`src/rtl/core/pdsd_pkg.sv`:
```
package pdsd_pkg;

    // field widths
    localparam int MEAS_W  = 24;
    localparam int ERR_W   = MEAS_W + 1;       // goal - measured
    localparam int NUM_W   = ERR_W + 3;        // e0 + 2e1 - 2e3 - e4
    localparam int GAIN_W  = 16;
    localparam int PROD_W  = GAIN_W + ERR_W;   // gain * error, also the sum
    localparam int DIV_W   = PROD_W - 1;       // magnitude of the sum
    localparam int PER_W   = 16;
    localparam int DSR_W   = PER_W + 3;        // period * 8
    localparam int DRV_W   = 16;
    localparam int DB_W    = 15;
    localparam int FIN_W   = ERR_W + 1;        // quotient with deadband added
    localparam int HIST_D  = 5;
    localparam int CFG_W   = 24;
    localparam int IDX_W   = 3;

    // two quotient bits per divider step
    localparam int DERIV_STEPS = NUM_W / 2;
    localparam int SCALE_STEPS = DIV_W / 2;
    localparam int STEP_W      = $clog2(SCALE_STEPS + 1);

    localparam logic [DSR_W-1:0] SCALE = DSR_W'(100000);

    typedef enum logic [IDX_W-1:0] {
        REG_GOAL     = 3'd0,
        REG_P_GAIN   = 3'd1,
        REG_D_GAIN   = 3'd2,
        REG_PERIOD   = 3'd3,
        REG_OUT_MIN  = 3'd4,
        REG_OUT_MAX  = 3'd5,
        REG_DEADBAND = 3'd6
    } t_reg_idx;

    typedef struct packed {
        logic signed [MEAS_W-1:0] goal;
        logic signed [GAIN_W-1:0] prop_gain;
        logic signed [GAIN_W-1:0] deriv_gain;
        logic        [PER_W-1:0]  sample_period;
        logic signed [DRV_W-1:0]  out_min;
        logic signed [DRV_W-1:0]  out_max;
        logic        [DB_W-1:0]   deadband_comp;
    } t_cfg;

    // datapath commands
    typedef enum logic [3:0] {
        OP_NONE,
        OP_ACCEPT,   // error into history
        OP_NUM,      // derivative numerator
        OP_LOAD_D,   // start numerator / (period*8)
        OP_FIX_D,    // sign the derivative
        OP_MUL_P,
        OP_MUL_D,
        OP_ADD,
        OP_LOAD_S,   // start sum / scale
        OP_FIX_S,
        OP_FINISH    // deadband, clamp, output register
    } t_op;

endpackage

```
`src/rtl/core/pd_controller_smoothed_derivative.sv`:
```
// Channel   | Direction | Handshake                    | Payload
// ----------+-----------+------------------------------+----------------------------
// input     | in        | i_in_valid / o_in_stall      | i_measured  (s24)
// result    | out       | o_out_valid / i_out_stall    | o_drive     (s16)
// config    | in        | i_cfg_valid / o_cfg_ready    | i_cfg_index, i_cfg_data
//
// One item at a time: the next input can transfer in the cycle after the result
// register loads, and each item runs twice through the shared radix-4 divider
// (14 steps for the derivative, 20 for the /100000).
// The result register frees the sequencer; a stalled result only holds the
// final step, and the next item is taken as soon as the sequencer is idle.
// Reset (synchronous, active low) clears the error history and loads the
// register defaults; config writes are always ready and registered.
module pd_controller_smoothed_derivative (
    input  logic                               i_clk,
    input  logic                               i_rst_n,
    // measurement in
    input  logic                               i_in_valid,
    output logic                               o_in_stall,
    input  logic signed [pdsd_pkg::MEAS_W-1:0] i_measured,
    // drive out
    output logic                               o_out_valid,
    input  logic                               i_out_stall,
    output logic signed [pdsd_pkg::DRV_W-1:0]  o_drive,
    // register writes
    input  logic                               i_cfg_valid,
    output logic                               o_cfg_ready,
    input  logic [pdsd_pkg::IDX_W-1:0]         i_cfg_index,
    input  logic [pdsd_pkg::CFG_W-1:0]         i_cfg_data
);

    pdsd_pkg::t_cfg cfg;
    pdsd_pkg::t_op  op;
    logic           div_last;

    // writes are registered directly, no back pressure needed
    assign o_cfg_ready = 1'b1;

    pdsd_cfg_regs u_cfg (
        .i_clk   (i_clk),
        .i_rst_n (i_rst_n),
        .i_wr    (i_cfg_valid && o_cfg_ready),
        .i_index (i_cfg_index),
        .i_data  (i_cfg_data),
        .o_cfg   (cfg)
    );

    // sequencer: one command per cycle, waits on the divider and the result register
    pdsd_ctrl u_ctrl (
        .i_clk       (i_clk),
        .i_rst_n     (i_rst_n),
        .i_in_valid  (i_in_valid),
        .i_out_stall (i_out_stall),
        .i_div_last  (div_last),
        .o_in_stall  (o_in_stall),
        .o_out_valid (o_out_valid),
        .o_op        (op)
    );

    // error history, numerator, multiplier, divider, deadband and clamp
    pdsd_datapath u_dp (
        .i_clk      (i_clk),
        .i_rst_n    (i_rst_n),
        .i_op       (op),
        .i_cfg      (cfg),
        .i_measured (i_measured),
        .o_div_last (div_last),
        .o_drive    (o_drive)
    );

endmodule

```
`src/rtl/core/pdsd_cfg_regs.sv`:
```
module pdsd_cfg_regs (
    input  logic                           i_clk,
    input  logic                           i_rst_n,
    input  logic                           i_wr,
    input  logic [pdsd_pkg::IDX_W-1:0]     i_index,
    input  logic [pdsd_pkg::CFG_W-1:0]     i_data,
    output pdsd_pkg::t_cfg                 o_cfg
);

    pdsd_pkg::t_cfg r_cfg;

    always_ff @(posedge i_clk) begin
        if (!i_rst_n) begin
            r_cfg.goal          <= '0;
            r_cfg.prop_gain     <= '0;
            r_cfg.deriv_gain    <= '0;
            r_cfg.sample_period <= pdsd_pkg::PER_W'(1);
            r_cfg.out_min       <= {1'b1, {(pdsd_pkg::DRV_W-1){1'b0}}};
            r_cfg.out_max       <= {1'b0, {(pdsd_pkg::DRV_W-1){1'b1}}};
            r_cfg.deadband_comp <= '0;
        end else if (i_wr) begin
            unique case (i_index)
                pdsd_pkg::REG_GOAL:     r_cfg.goal       <= i_data[pdsd_pkg::MEAS_W-1:0];
                pdsd_pkg::REG_P_GAIN:   r_cfg.prop_gain  <= i_data[pdsd_pkg::GAIN_W-1:0];
                pdsd_pkg::REG_D_GAIN:   r_cfg.deriv_gain <= i_data[pdsd_pkg::GAIN_W-1:0];
                pdsd_pkg::REG_PERIOD:   r_cfg.sample_period <= i_data[pdsd_pkg::PER_W-1:0];
                pdsd_pkg::REG_OUT_MIN:  r_cfg.out_min    <= i_data[pdsd_pkg::DRV_W-1:0];
                pdsd_pkg::REG_OUT_MAX:  r_cfg.out_max    <= i_data[pdsd_pkg::DRV_W-1:0];
                pdsd_pkg::REG_DEADBAND: r_cfg.deadband_comp <= i_data[pdsd_pkg::DB_W-1:0];
                default: ;  // unused index, write dropped
            endcase
        end
    end

    assign o_cfg = r_cfg;

endmodule

```
`src/rtl/core/pdsd_divider.sv`:
```
// Unsigned restoring divider, two quotient bits per cycle.
// Dividend is left aligned; after N steps the low 2N bits hold the quotient.
module pdsd_divider (
    input  logic                          i_clk,
    input  logic                          i_rst_n,
    input  logic                          i_start,
    input  logic [pdsd_pkg::STEP_W-1:0]   i_steps,
    input  logic [pdsd_pkg::DIV_W-1:0]    i_dividend,
    input  logic [pdsd_pkg::DSR_W-1:0]    i_divisor,
    output logic                          o_last,
    output logic [pdsd_pkg::DIV_W-1:0]    o_quotient
);

    localparam int DW = pdsd_pkg::DSR_W;

    logic                          r_busy;
    logic [pdsd_pkg::STEP_W-1:0]   r_cnt;
    logic [DW-1:0]                 r_rem;
    logic [DW-1:0]                 r_dsr;
    logic [pdsd_pkg::DIV_W-1:0]    r_quo;
    logic [DW:0]                   s1;
    logic [DW:0]                   s2;

    // {quotient bit, new remainder}
    function automatic logic [DW:0] div_bit(input logic [DW-1:0] rem,
                                            input logic bit_in,
                                            input logic [DW-1:0] dsr);
        logic [DW:0] t;
        logic [DW:0] diff;
        t    = {rem, bit_in};
        diff = t - {1'b0, dsr};
        if (t >= {1'b0, dsr}) begin
            return {1'b1, diff[DW-1:0]};
        end
        return {1'b0, t[DW-1:0]};
    endfunction

    always_comb begin
        s1 = div_bit(r_rem, r_quo[pdsd_pkg::DIV_W-1], r_dsr);
        s2 = div_bit(s1[DW-1:0], r_quo[pdsd_pkg::DIV_W-2], r_dsr);
    end

    always_ff @(posedge i_clk) begin
        if (!i_rst_n) begin
            r_busy <= 1'b0;
            r_cnt  <= '0;
        end else if (i_start) begin
            r_busy <= 1'b1;
            r_cnt  <= i_steps;
        end else if (r_busy) begin
            r_cnt <= r_cnt - 1'b1;
            if (r_cnt == pdsd_pkg::STEP_W'(1)) begin
                r_busy <= 1'b0;
            end
        end
    end

    always_ff @(posedge i_clk) begin
        if (i_start) begin
            r_rem <= '0;
            r_dsr <= i_divisor;
            r_quo <= i_dividend;
        end else if (r_busy) begin
            r_rem <= s2[DW-1:0];
            r_quo <= {r_quo[pdsd_pkg::DIV_W-3:0], s1[DW], s2[DW]};
        end
    end

    assign o_last     = r_busy && (r_cnt == pdsd_pkg::STEP_W'(1));
    assign o_quotient = r_quo;

    a_cnt_live: assert property (@(posedge i_clk) disable iff (!i_rst_n)
        r_busy |-> r_cnt != '0)
        else $error("divider busy with zero step count");

    a_last_ends: assert property (@(posedge i_clk) disable iff (!i_rst_n)
        (o_last && !i_start) |=> !r_busy)
        else $error("divider still busy after last step");

endmodule

```
`src/rtl/core/pdsd_datapath.sv`:
```
module pdsd_datapath (
    input  logic                               i_clk,
    input  logic                               i_rst_n,
    input  pdsd_pkg::t_op                      i_op,
    input  pdsd_pkg::t_cfg                     i_cfg,
    input  logic signed [pdsd_pkg::MEAS_W-1:0] i_measured,
    output logic                               o_div_last,
    output logic signed [pdsd_pkg::DRV_W-1:0]  o_drive
);

    localparam int EW = pdsd_pkg::ERR_W;
    localparam int NW = pdsd_pkg::NUM_W;
    localparam int PW = pdsd_pkg::PROD_W;
    localparam int DV = pdsd_pkg::DIV_W;
    localparam int FW = pdsd_pkg::FIN_W;

    logic signed [EW-1:0]  r_hist [pdsd_pkg::HIST_D];
    logic signed [NW-1:0]  r_num;
    logic signed [EW-1:0]  r_deriv;
    logic signed [PW-1:0]  r_prod;
    logic signed [PW-1:0]  r_acc;
    logic signed [EW-1:0]  r_val;
    logic signed [pdsd_pkg::DRV_W-1:0] r_drive;

    logic signed [EW-1:0]  err;
    logic signed [NW-1:0]  num;
    logic        [NW-1:0]  num_mag;
    logic        [DV-1:0]  acc_mag;
    logic        [pdsd_pkg::PER_W-1:0] period;
    logic signed [pdsd_pkg::GAIN_W-1:0] mul_a;
    logic signed [EW-1:0]  mul_b;
    logic signed [PW-1:0]  prod;
    logic                  div_start;
    logic [pdsd_pkg::STEP_W-1:0] div_steps;
    logic [DV-1:0]         div_dividend;
    logic [pdsd_pkg::DSR_W-1:0] div_divisor;
    logic [DV-1:0]         quo;
    logic signed [EW-1:0]  quo_s;
    logic signed [FW-1:0]  comp;
    logic signed [FW-1:0]  clamped;
    logic signed [FW-1:0]  lo;
    logic signed [FW-1:0]  hi;

    always_comb begin
        err = EW'(i_cfg.goal) - EW'(i_measured);
        num = NW'(r_hist[0]) + (NW'(r_hist[1]) <<< 1)
            - (NW'(r_hist[3]) <<< 1) - NW'(r_hist[4]);
        num_mag = r_num[NW-1] ? NW'(-r_num) : NW'(r_num);
        acc_mag = r_acc[PW-1] ? DV'(-r_acc) : r_acc[DV-1:0];
        period  = (i_cfg.sample_period == '0) ? pdsd_pkg::PER_W'(1) : i_cfg.sample_period;

        mul_a = (i_op == pdsd_pkg::OP_MUL_D) ? i_cfg.deriv_gain : i_cfg.prop_gain;
        mul_b = (i_op == pdsd_pkg::OP_MUL_D) ? r_deriv : r_hist[0];
        prod  = PW'(mul_a) * PW'(mul_b);

        div_start    = (i_op == pdsd_pkg::OP_LOAD_D) || (i_op == pdsd_pkg::OP_LOAD_S);
        if (i_op == pdsd_pkg::OP_LOAD_D) begin
            div_steps    = pdsd_pkg::STEP_W'(pdsd_pkg::DERIV_STEPS);
            div_dividend = {num_mag, {(DV-NW){1'b0}}};
            div_divisor  = {period, 3'b000};
        end else begin
            div_steps    = pdsd_pkg::STEP_W'(pdsd_pkg::SCALE_STEPS);
            div_dividend = acc_mag;
            div_divisor  = pdsd_pkg::SCALE;
        end

        // both quotients stay below 2^24 in magnitude
        quo_s = $signed(quo[EW-1:0]);

        // deadband away from zero, zero counts as not positive
        if (r_val > 0) begin
            comp = FW'(r_val) + $signed(FW'(i_cfg.deadband_comp));
        end else begin
            comp = FW'(r_val) - $signed(FW'(i_cfg.deadband_comp));
        end
        lo = FW'(i_cfg.out_min);
        hi = FW'(i_cfg.out_max);
        clamped = comp;
        if (clamped < lo) begin
            clamped = lo;
        end
        if (clamped > hi) begin
            clamped = hi;
        end
    end

    pdsd_divider u_div (
        .i_clk      (i_clk),
        .i_rst_n    (i_rst_n),
        .i_start    (div_start),
        .i_steps    (div_steps),
        .i_dividend (div_dividend),
        .i_divisor  (div_divisor),
        .o_last     (o_div_last),
        .o_quotient (quo)
    );

    always_ff @(posedge i_clk) begin
        if (!i_rst_n) begin
            for (int i = 0; i < pdsd_pkg::HIST_D; i++) begin
                r_hist[i] <= '0;
            end
        end else if (i_op == pdsd_pkg::OP_ACCEPT) begin
            r_hist[0] <= err;
            for (int i = 1; i < pdsd_pkg::HIST_D; i++) begin
                r_hist[i] <= r_hist[i-1];
            end
        end
    end

    always_ff @(posedge i_clk) begin
        unique case (i_op)
            pdsd_pkg::OP_NUM:    r_num   <= num;
            pdsd_pkg::OP_FIX_D:  r_deriv <= r_num[NW-1] ? -quo_s : quo_s;
            pdsd_pkg::OP_MUL_P:  r_prod  <= prod;
            pdsd_pkg::OP_MUL_D: begin
                r_acc  <= r_prod;
                r_prod <= prod;
            end
            pdsd_pkg::OP_ADD:    r_acc   <= r_acc + r_prod;
            pdsd_pkg::OP_FIX_S:  r_val   <= r_acc[PW-1] ? -quo_s : quo_s;
            pdsd_pkg::OP_FINISH: r_drive <= clamped[pdsd_pkg::DRV_W-1:0];
            default: ;
        endcase
    end

    assign o_drive = r_drive;

endmodule

```
`src/rtl/core/pdsd_ctrl.sv`:
```
module pdsd_ctrl (
    input  logic           i_clk,
    input  logic           i_rst_n,
    input  logic           i_in_valid,
    input  logic           i_out_stall,
    input  logic           i_div_last,
    output logic           o_in_stall,
    output logic           o_out_valid,
    output pdsd_pkg::t_op  o_op
);

    typedef enum logic [3:0] {
        S_IDLE,
        S_NUM,
        S_LOAD_D,
        S_DIV_D,
        S_FIX_D,
        S_MUL_P,
        S_MUL_D,
        S_ADD,
        S_LOAD_S,
        S_DIV_S,
        S_FIX_S,
        S_FIN
    } t_state;

    t_state r_state;
    t_state n_state;
    logic   r_out_valid;
    logic   out_free;

    assign out_free = !r_out_valid || !i_out_stall;

    always_comb begin
        n_state = r_state;
        o_op    = pdsd_pkg::OP_NONE;
        unique case (r_state)
            S_IDLE: begin
                if (i_in_valid) begin
                    o_op    = pdsd_pkg::OP_ACCEPT;
                    n_state = S_NUM;
                end
            end
            S_NUM: begin
                o_op    = pdsd_pkg::OP_NUM;
                n_state = S_LOAD_D;
            end
            S_LOAD_D: begin
                o_op    = pdsd_pkg::OP_LOAD_D;
                n_state = S_DIV_D;
            end
            S_DIV_D: begin
                if (i_div_last) begin
                    n_state = S_FIX_D;
                end
            end
            S_FIX_D: begin
                o_op    = pdsd_pkg::OP_FIX_D;
                n_state = S_MUL_P;
            end
            S_MUL_P: begin
                o_op    = pdsd_pkg::OP_MUL_P;
                n_state = S_MUL_D;
            end
            S_MUL_D: begin
                o_op    = pdsd_pkg::OP_MUL_D;
                n_state = S_ADD;
            end
            S_ADD: begin
                o_op    = pdsd_pkg::OP_ADD;
                n_state = S_LOAD_S;
            end
            S_LOAD_S: begin
                o_op    = pdsd_pkg::OP_LOAD_S;
                n_state = S_DIV_S;
            end
            S_DIV_S: begin
                if (i_div_last) begin
                    n_state = S_FIX_S;
                end
            end
            S_FIX_S: begin
                o_op    = pdsd_pkg::OP_FIX_S;
                n_state = S_FIN;
            end
            S_FIN: begin
                if (out_free) begin
                    o_op    = pdsd_pkg::OP_FINISH;
                    n_state = S_IDLE;
                end
            end
            default: n_state = S_IDLE;
        endcase
    end

    always_ff @(posedge i_clk) begin
        if (!i_rst_n) begin
            r_state     <= S_IDLE;
            r_out_valid <= 1'b0;
        end else begin
            r_state <= n_state;
            if (o_op == pdsd_pkg::OP_FINISH) begin
                r_out_valid <= 1'b1;
            end else if (!i_out_stall) begin
                r_out_valid <= 1'b0;
            end
        end
    end

    assign o_in_stall  = (r_state != S_IDLE);
    assign o_out_valid = r_out_valid;

    a_finish_valid: assert property (@(posedge i_clk) disable iff (!i_rst_n)
        (o_op == pdsd_pkg::OP_FINISH) |=> r_out_valid)
        else $error("result loaded without valid");

    a_no_overwrite: assert property (@(posedge i_clk) disable iff (!i_rst_n)
        (r_out_valid && i_out_stall) |-> (o_op != pdsd_pkg::OP_FINISH))
        else $error("stalled result overwritten");

    a_div_follows: assert property (@(posedge i_clk) disable iff (!i_rst_n)
        (r_state == S_LOAD_D || r_state == S_LOAD_S) |=> !i_div_last ||
        $past(r_state) == S_LOAD_D || $past(r_state) == S_LOAD_S)
        else $error("divider finished right after start");

    a_accept_idle: assert property (@(posedge i_clk) disable iff (!i_rst_n)
        (o_op == pdsd_pkg::OP_ACCEPT) |=> (r_state == S_NUM))
        else $error("accept did not start the sequence");

endmodule
```
`config.mk`:
```
export PLATFORM = sky130hd
export DESIGN_NAME = pd_controller_smoothed_derivative
export DESIGN_NICKNAME = d
export VERILOG_FILES = /design/src/rtl/core/pdsd_pkg.sv /design/src/rtl/core/pd_controller_smoothed_derivative.sv /design/src/rtl/core/pdsd_cfg_regs.sv /design/src/rtl/core/pdsd_divider.sv /design/src/rtl/core/pdsd_datapath.sv /design/src/rtl/core/pdsd_ctrl.sv
export SDC_FILE = /design/constraint.sdc
export NUM_CORES = 2
export LEC_CHECK = 0
export BUFFER_PORTS_ARGS = -buffer_cell sky130_fd_sc_hd__buf_4
export CAP_MARGIN = 30
export CORE_UTILIZATION = 55
export CTS_BUF_LIST = sky130_fd_sc_hd__clkbuf_4 sky130_fd_sc_hd__clkbuf_8
export DETAILED_ROUTE_END_ITERATION = 6
export PLACE_DENSITY = 0.73
export SLEW_MARGIN = 25
export SYNTH_ARGS = -nofsm -noshare
export SYNTH_HDL_FRONTEND = slang
export SYNTH_HIERARCHICAL = 1
export SYNTH_SLANG_ARGS = --single-unit
```
`constraint.sdc`:
```
create_clock -name i_clk -period 10.8 [get_ports i_clk]
set_input_delay 2.16 -clock i_clk [delete_from_list [all_inputs] [get_ports i_clk]]
set_output_delay 2.16 -clock i_clk [all_outputs]
set_load 0.01 [all_outputs]
```
==> Word-level counts from Yosys, hierarchy flattened <==
Memories as Yosys holds them, arrays and structs flattened.
Index checks and enable logic that the tools add are counted.
{ "totals": {"register_bits": 384, "ramBits": 125, "input_bits": 56, "out_inout_bits": 19, "word_cells": 147, "memories": 1} }
{ "classes": {"addsub": 13, "multipliers": 1, "order_cmp": 5, "eq_ne": 33, "muxes": 45, "bitwise_logic": 6, "n_reduce_logical": 21} }
{ "mem_list": {"columns": ["memory", "depth", "width", "read_ports", "rd_ports_with_merged_regs", "wr", "line_no", "source"], "rows": [
  ["u_dp.r_hist", 5, 25, 5, 0, 5, "pdsd_datapath.sv:17", "logic signed [EW-1:0] r_hist [pdsd_pkg::HIST_D];"]
]} }
{ "ops": {"columns": ["cell", "n"], "rows": [
  ["$mux W25", 8],
  ["$mux W40", 4],
  ["$pmux W41 S2", 1],
  ["$mux W20", 4],
  ["$mux W26", 2],
  ["$pmux W4 S12", 1],
  ["$add A41 B41 Y41", 1],
  ["$mul A16 B25 Y41", 1],
  ["$ge A20 B19 Y1", 2],
  ["$neg A40 Y40", 1],
  ["$pmux W4 S10", 1],
  ["$sub A19 B19 Y19", 2],
  ["$eq A4 B3 Y1 const B", 8],
  ["$mux W16", 2],
  ["$eq A4 B4 Y1 const B", 7],
  ["$mux W28", 1],
  ["$neg A28 Y28", 1],
  ["$sub A27 B26 Y28", 1],
  ["$sub A28 B25 Y28", 1],
  ["$add A25 B26 Y27", 1],
  ["$add A25 B16 Y26", 1],
  ["$gt A26 B16 Y1", 1],
  ["$lt A26 B16 Y1", 1],
  ["$sub A25 B16 Y26", 1],
  ["29 further kinds", 70]
]} }

==> Logic depth before layout (Yosys ltp) <==
{ "logic_depth": {"word_depth": 9, "mapped_depth": 40, "mapped_depth_nobuf": 35} }

==> Modules after synthesis <==
Netlist, hierarchy kept.
{ "modules_own_cells": {"columns": ["module", "instances", "cells_each", "area_each_um2"], "rows": [
  ["pdsd_datapath", 1, 3811, 36349.9],
  ["pdsd_divider", 1, 543, 5526.6],
  ["pdsd_cfg_regs", 1, 437, 4583.1],
  ["pdsd_ctrl", 1, 45, 356.6],
  ["pd_controller_smoothed_derivative", 1, 2, 11.3]
]} }

==> Worst setup path after synthesis <==
Ideal clock, no wire load.
{ "synth_path": {"path_kind": "input to register", "start": "input port i_out_stall", "end": "register u_dp.r_prod[40], data pin", "setup_time_ns": 0.266, "arrival_time_ns": 10.092, "required_ns": 10.534, "slack_ns": 0.442, "cell_stages": 27, "path_buffers": 2, "cell_sequence": "nand2_1 nand3_1 a22oi_1 nand2b_1 nor2_1 clkbuf_1 clkbuf_1 mux2i_1 nor2_1 fa_1 fa_1 fa_1 fa_1 inv_1 fa_1 inv_1 fa_1 ha_1 nand3_1 nor4_1 a41oi_1 o21ai_0 a32oi_1 o31a_1 o21ai_0 mux2i_1 nand4_1"} }
{ "synth_via": {"elab_chain_len": 7} }
{ "synth_rtl": {"columns": ["element", "line_no", "source"], "rows": [
  ["from (decl)", "pd_controller_smoothed_derivative.sv:23", "input logic i_out_stall,"],
  ["$logic_not A1 Y1 *", "pdsd_ctrl.sv:32", "assign out_free = !r_out_valid || !i_out_stall;"],
  ["$logic_or A1 B1 Y1 *", "pdsd_ctrl.sv:32", null],
  ["$mux W4 *", "pdsd_ctrl.sv:87", "if (out_free) begin"],
  ["$pmux W4 S10 *", "pdsd_ctrl.sv:37", "unique case (r_state)"],
  ["net op[1]", "pd_controller_smoothed_derivative.sv:33", "pdsd_pkg::t_op op;"],
  ["$eq A4 B3 Y1 *", "pdsd_datapath.sv:52, pdsd_datapath.sv:53", null],
  ["$mux W16 / $mux W25 (equally long branches)", "pdsd_datapath.sv:52, pdsd_datapath.sv:53", null],
  ["$mul A16 B25 Y41 *", "pdsd_datapath.sv:54", "prod = PW'(mul_a) * PW'(mul_b);"],
  ["net u_dp.prod[40]", "pdsd_datapath.sv:32", "logic signed [PW-1:0] prod;"],
  ["to (signal assigned)", "pdsd_datapath.sv:115", "pdsd_pkg::OP_MUL_P: r_prod <= prod;"],
  ["to (signal assigned)", "pdsd_datapath.sv:118", "r_prod <= prod;"],
  ["to (decl)", "pdsd_datapath.sv:20", "logic signed [PW-1:0] r_prod;"]
]} }
The timed path passes the listed nets; every way through them passes the cells marked *.
A chain may end at the register's enable or synchronous reset.

==> Worst setup path in the final report <==
Ends and elaborated chain as after synthesis.

==> flow_summary.json <==
{
  "yosys_warnings": 6,
  "hold_slack_ns": 0.462,
  "maxCapViolCount": 0,
  "violations": "design-rule violations",
  "critical_path.startpoint_type": "primary input",
  "final_nets": 5724,
  "die_y_um": 294,
  "crit_required_ns": 11.25,
  "final_cell_mix": "nand2_1 (616), inv_1 (597), fa_1 (444), edfxtp_1 (360), nor2_1 (334)",
  "ys.flop_type": "edfxtp_1",
  "dpl.hpwl_mm": 95.4,
  "first_iter_violations": 2718,
  "drive_above_1_share": 0.0938,
  "p_total_uw": 8800,
  "cts_setup_buffers": 0,
  "htreeDepth": 3,
  "antenna_found_initial": 2,
  "synth.avg_cell_area_um2": 9.68,
  "first_pass_iters": 7,
  "clk_path_buf_depth": 3,
  "std_cell_rows": 106,
  "synth_edf_count": 360,
  "critPathCapture": "u_dp/r_prod[40]",
  "final_common_cell": "nand2_1",
  "crit_cells": 30,
  "slowest_stage": "o21ai_0",
  "track_usage": 0.287,
  "syn_area_mm2": 0.0468,
  "peakVddDrop_v": 0.000166,
  "core_area_mm2": 0.0840,
  "cts_tree": "done",
  "yosysSeqAreaShare": 0.295,
  "skew_ns": 0.0493,
  "portBuffers": 73,
  "cts_buffers": 91,
  "timing.fmax_mhz": 100,
  "yosysTopAreaCell": "edfxtp_1",
  "drv_slew": 0,
  "reg2reg_to": "u_dp/r_prod[40]",
  "wl_per_cell_um": 20.1,
  "finalHoldViolCount": 0,
  "place.gp.congestion": 0.949,
  "grt_pass1_wl_mm": 192,
  "ys_top_cells_by_area": "edfxtp_1 (23%), fa_1 (19%), ha_1 (8.4%), dfxtp_1 (6.4%), nand2_1 (4.9%)",
  "outcome": "finished with violations",
  "setup_tns_ns": 0,
  "cts_resized": 0,
  "dieArea_mm2": 0.0863,
  "leakage_uw": 0.0223,
  "synth_top_area_frac": 0.231,
  "areaGrowthSynthToFinish_pct": 8.47,
  "critPathCaptureType": "flip-flop",
  "ys_ff_latch": 509,
  "min_period_over_period": 0.926,
  "die_w_um": 294,
  "synth_cells": 4838,
  "drc": 4,
  "cp-startpoint": "i_out_stall",
  "synthArstFlopShare": 0,
  "r2r_cells": 30,
  "arrival_ns": 10.45,
  "via_count": 35207,
  "grt_max_degree": 80,
  "io_pins": 75,
  "clock-sinks": 509,
  "root_buffer": "clkbuf_8",
  "nFillCells": 7155,
  "ant_nets": 0,
  "crit_path_max_incr_delay_ns": 0.64,
  "slew_headroom": 0.366,
  "worstMarginPinSlew_ns": 0.950,
  "power_density_mw_per_mm2": 173,
  "gr-total-overflow": 0,
  "final_core_util": 0.605,
  "r2r-start": "u_ctrl/r_state[2]",
  "synthDistinctLibCells": 88,
  "initial_core_util": 0.558,
  "r2r_setup_slack_ns": 1.57,
  "path_class": "in2reg",
  "path_max_fanout": 34,
  "routed_wl_mm": 123,
  "grt_pass1_vias": 34460,
  "critPathBufInv": 7,
  "viasPerCell": 5.75,
  "clkTransAtPathRegs_ns": 0.06,
  "cpMostUsedCell": "fa_1",
  "timing.final.crit_period_ns": 10.00,
  "grt_setup_unrepaired": "false",
  "hold_class": "reg2reg",
  "clock_latency_ns": 0.74,
  "cts_hold_buf": 0,
  "crit_family": "adder cells",
  "setup_viol": 0
}
synthesized netlist by cell type, types with 16 or more instances:
cell and instances:
o31ai_1 49, o21bai_1 19, nor3b_1 16, dfxtp_1 149, nor2b_1 67, buf_2 17, o21ai_0 200, clkbuf_1 127
nor4_1 25, and2_1 108, nor2_1 339, edfxtp_1 360, nand4_1 33, nand3_1 52, ha_1 314, nand2_1 617
inv_1 598, nor3_1 58, mux2_2 111, a21oi_1 192, fa_1 444, and3_1 22, mux2i_1 173, xnor2_1 180
o211ai_1 19, a211oi_1 33, xor2_1 106, a21o_1 87, or4_1 17, nand2b_1 50, a31oi_1 19, o21a_1 33
or3_1 19
state kept, by name (all words and copies together) (netlist names):
signal / flops
u_dp/r_hist: 125
u_cfg/o_cfg: 119
u_dp/r_acc: 41
u_dp/r_prod: 41
u_dp/u_div/o_quotient: 40
u_dp/r_num: 28
u_dp/r_deriv: 25
u_dp/r_val: 25
u_dp/u_div/r_dsr: 19
u_dp/u_div/r_rem: 19
u_dp/o_drive: 16
u_dp/u_div/r_cnt: 5
u_ctrl/r_state: 4
u_ctrl/o_out_valid: 1
u_dp/u_div/r_busy: 1
how the worst min path moves through the flow:
stage                                start               end  slack [ns]  cells after the start
final                      u_cfg/o_cfg[98]   u_cfg/o_cfg[98]        0.46                      2
after global routing       u_cfg/o_cfg[98]   u_cfg/o_cfg[98]        0.47                      2
after CTS                  u_cfg/o_cfg[98]   u_cfg/o_cfg[98]        0.46                      2
after detailed placement  u_cfg/o_cfg[104]  u_cfg/o_cfg[104]        0.45                      2
after global placement     u_cfg/o_cfg[94]   u_cfg/o_cfg[94]        0.44                      2
after floorplan            u_cfg/o_cfg[85]   u_cfg/o_cfg[85]        0.43                      2
cell type report:
class                           count  area, µm²  area share
Sequential cell                   509      13800       0.272
Tap cell                         1134       1420      0.0279
Inverter                          598       2240      0.0442
Multi-Input combinational cell   3560      30100       0.592
Clock buffer                      123       1540      0.0302
Timing Repair Buffer              150       1160      0.0228
Antenna cell                        1       2.50   0.0000493
Clock inverter                     47        568      0.0112
metrics by stage:
stage	instances	cell area [µm²]	setup WS (ns)
final	6122	50800	0.800
after CTS	6120	50800	0.838
after global routing	6122	50800	0.251
after global placement	5950	48700	0.220
after detailed placement	5950	48700	0.0852
after floorplan	4841	46800	0.442
metal layers:
layer | wire, µm | vias to the layer above | track usage | part of all wire
met3 | 7380 | 305 | 0.0378 | 0.060
met2 | 57000 | 1185 | 0.455 | 0.46
met1 | 51700 | 17264 | 0.385 | 0.42
li1 | - | 16453 | - | -
met4 | 6940 | 0 | 0.147 | 0.056
met5 | 0 | - | 0 | 0
kinds of logic (layout without fill, tap and decap cells):
logic type	count (synthesis)	count (layout)	share of synthesized area
and+or+nand+nor	1467	1467	0.146
buffers and inverters	772	918	0.0654
adders and majority gates	758	758	0.274
AOI/OAI and AO/OA	758	758	0.103
DFF	509	509	0.295
xor gates and xnor gates	286	286	0.0535
muxes	285	285	0.0640
other	3	7	0.000240
worst min-delay path, cell delays in order, from the launching register on:
cell and delay, ns:
dfxtp_1 0.31, nand2_1 0.05, mux2i_1 0.05
report_power, final:
group          internal, µW  switching [µW]  total (µW)
sequential             2530             241        2770
clock                  1210             897        2100
combinational          1640            2290        3930
(Power assumes the default switching activity.)
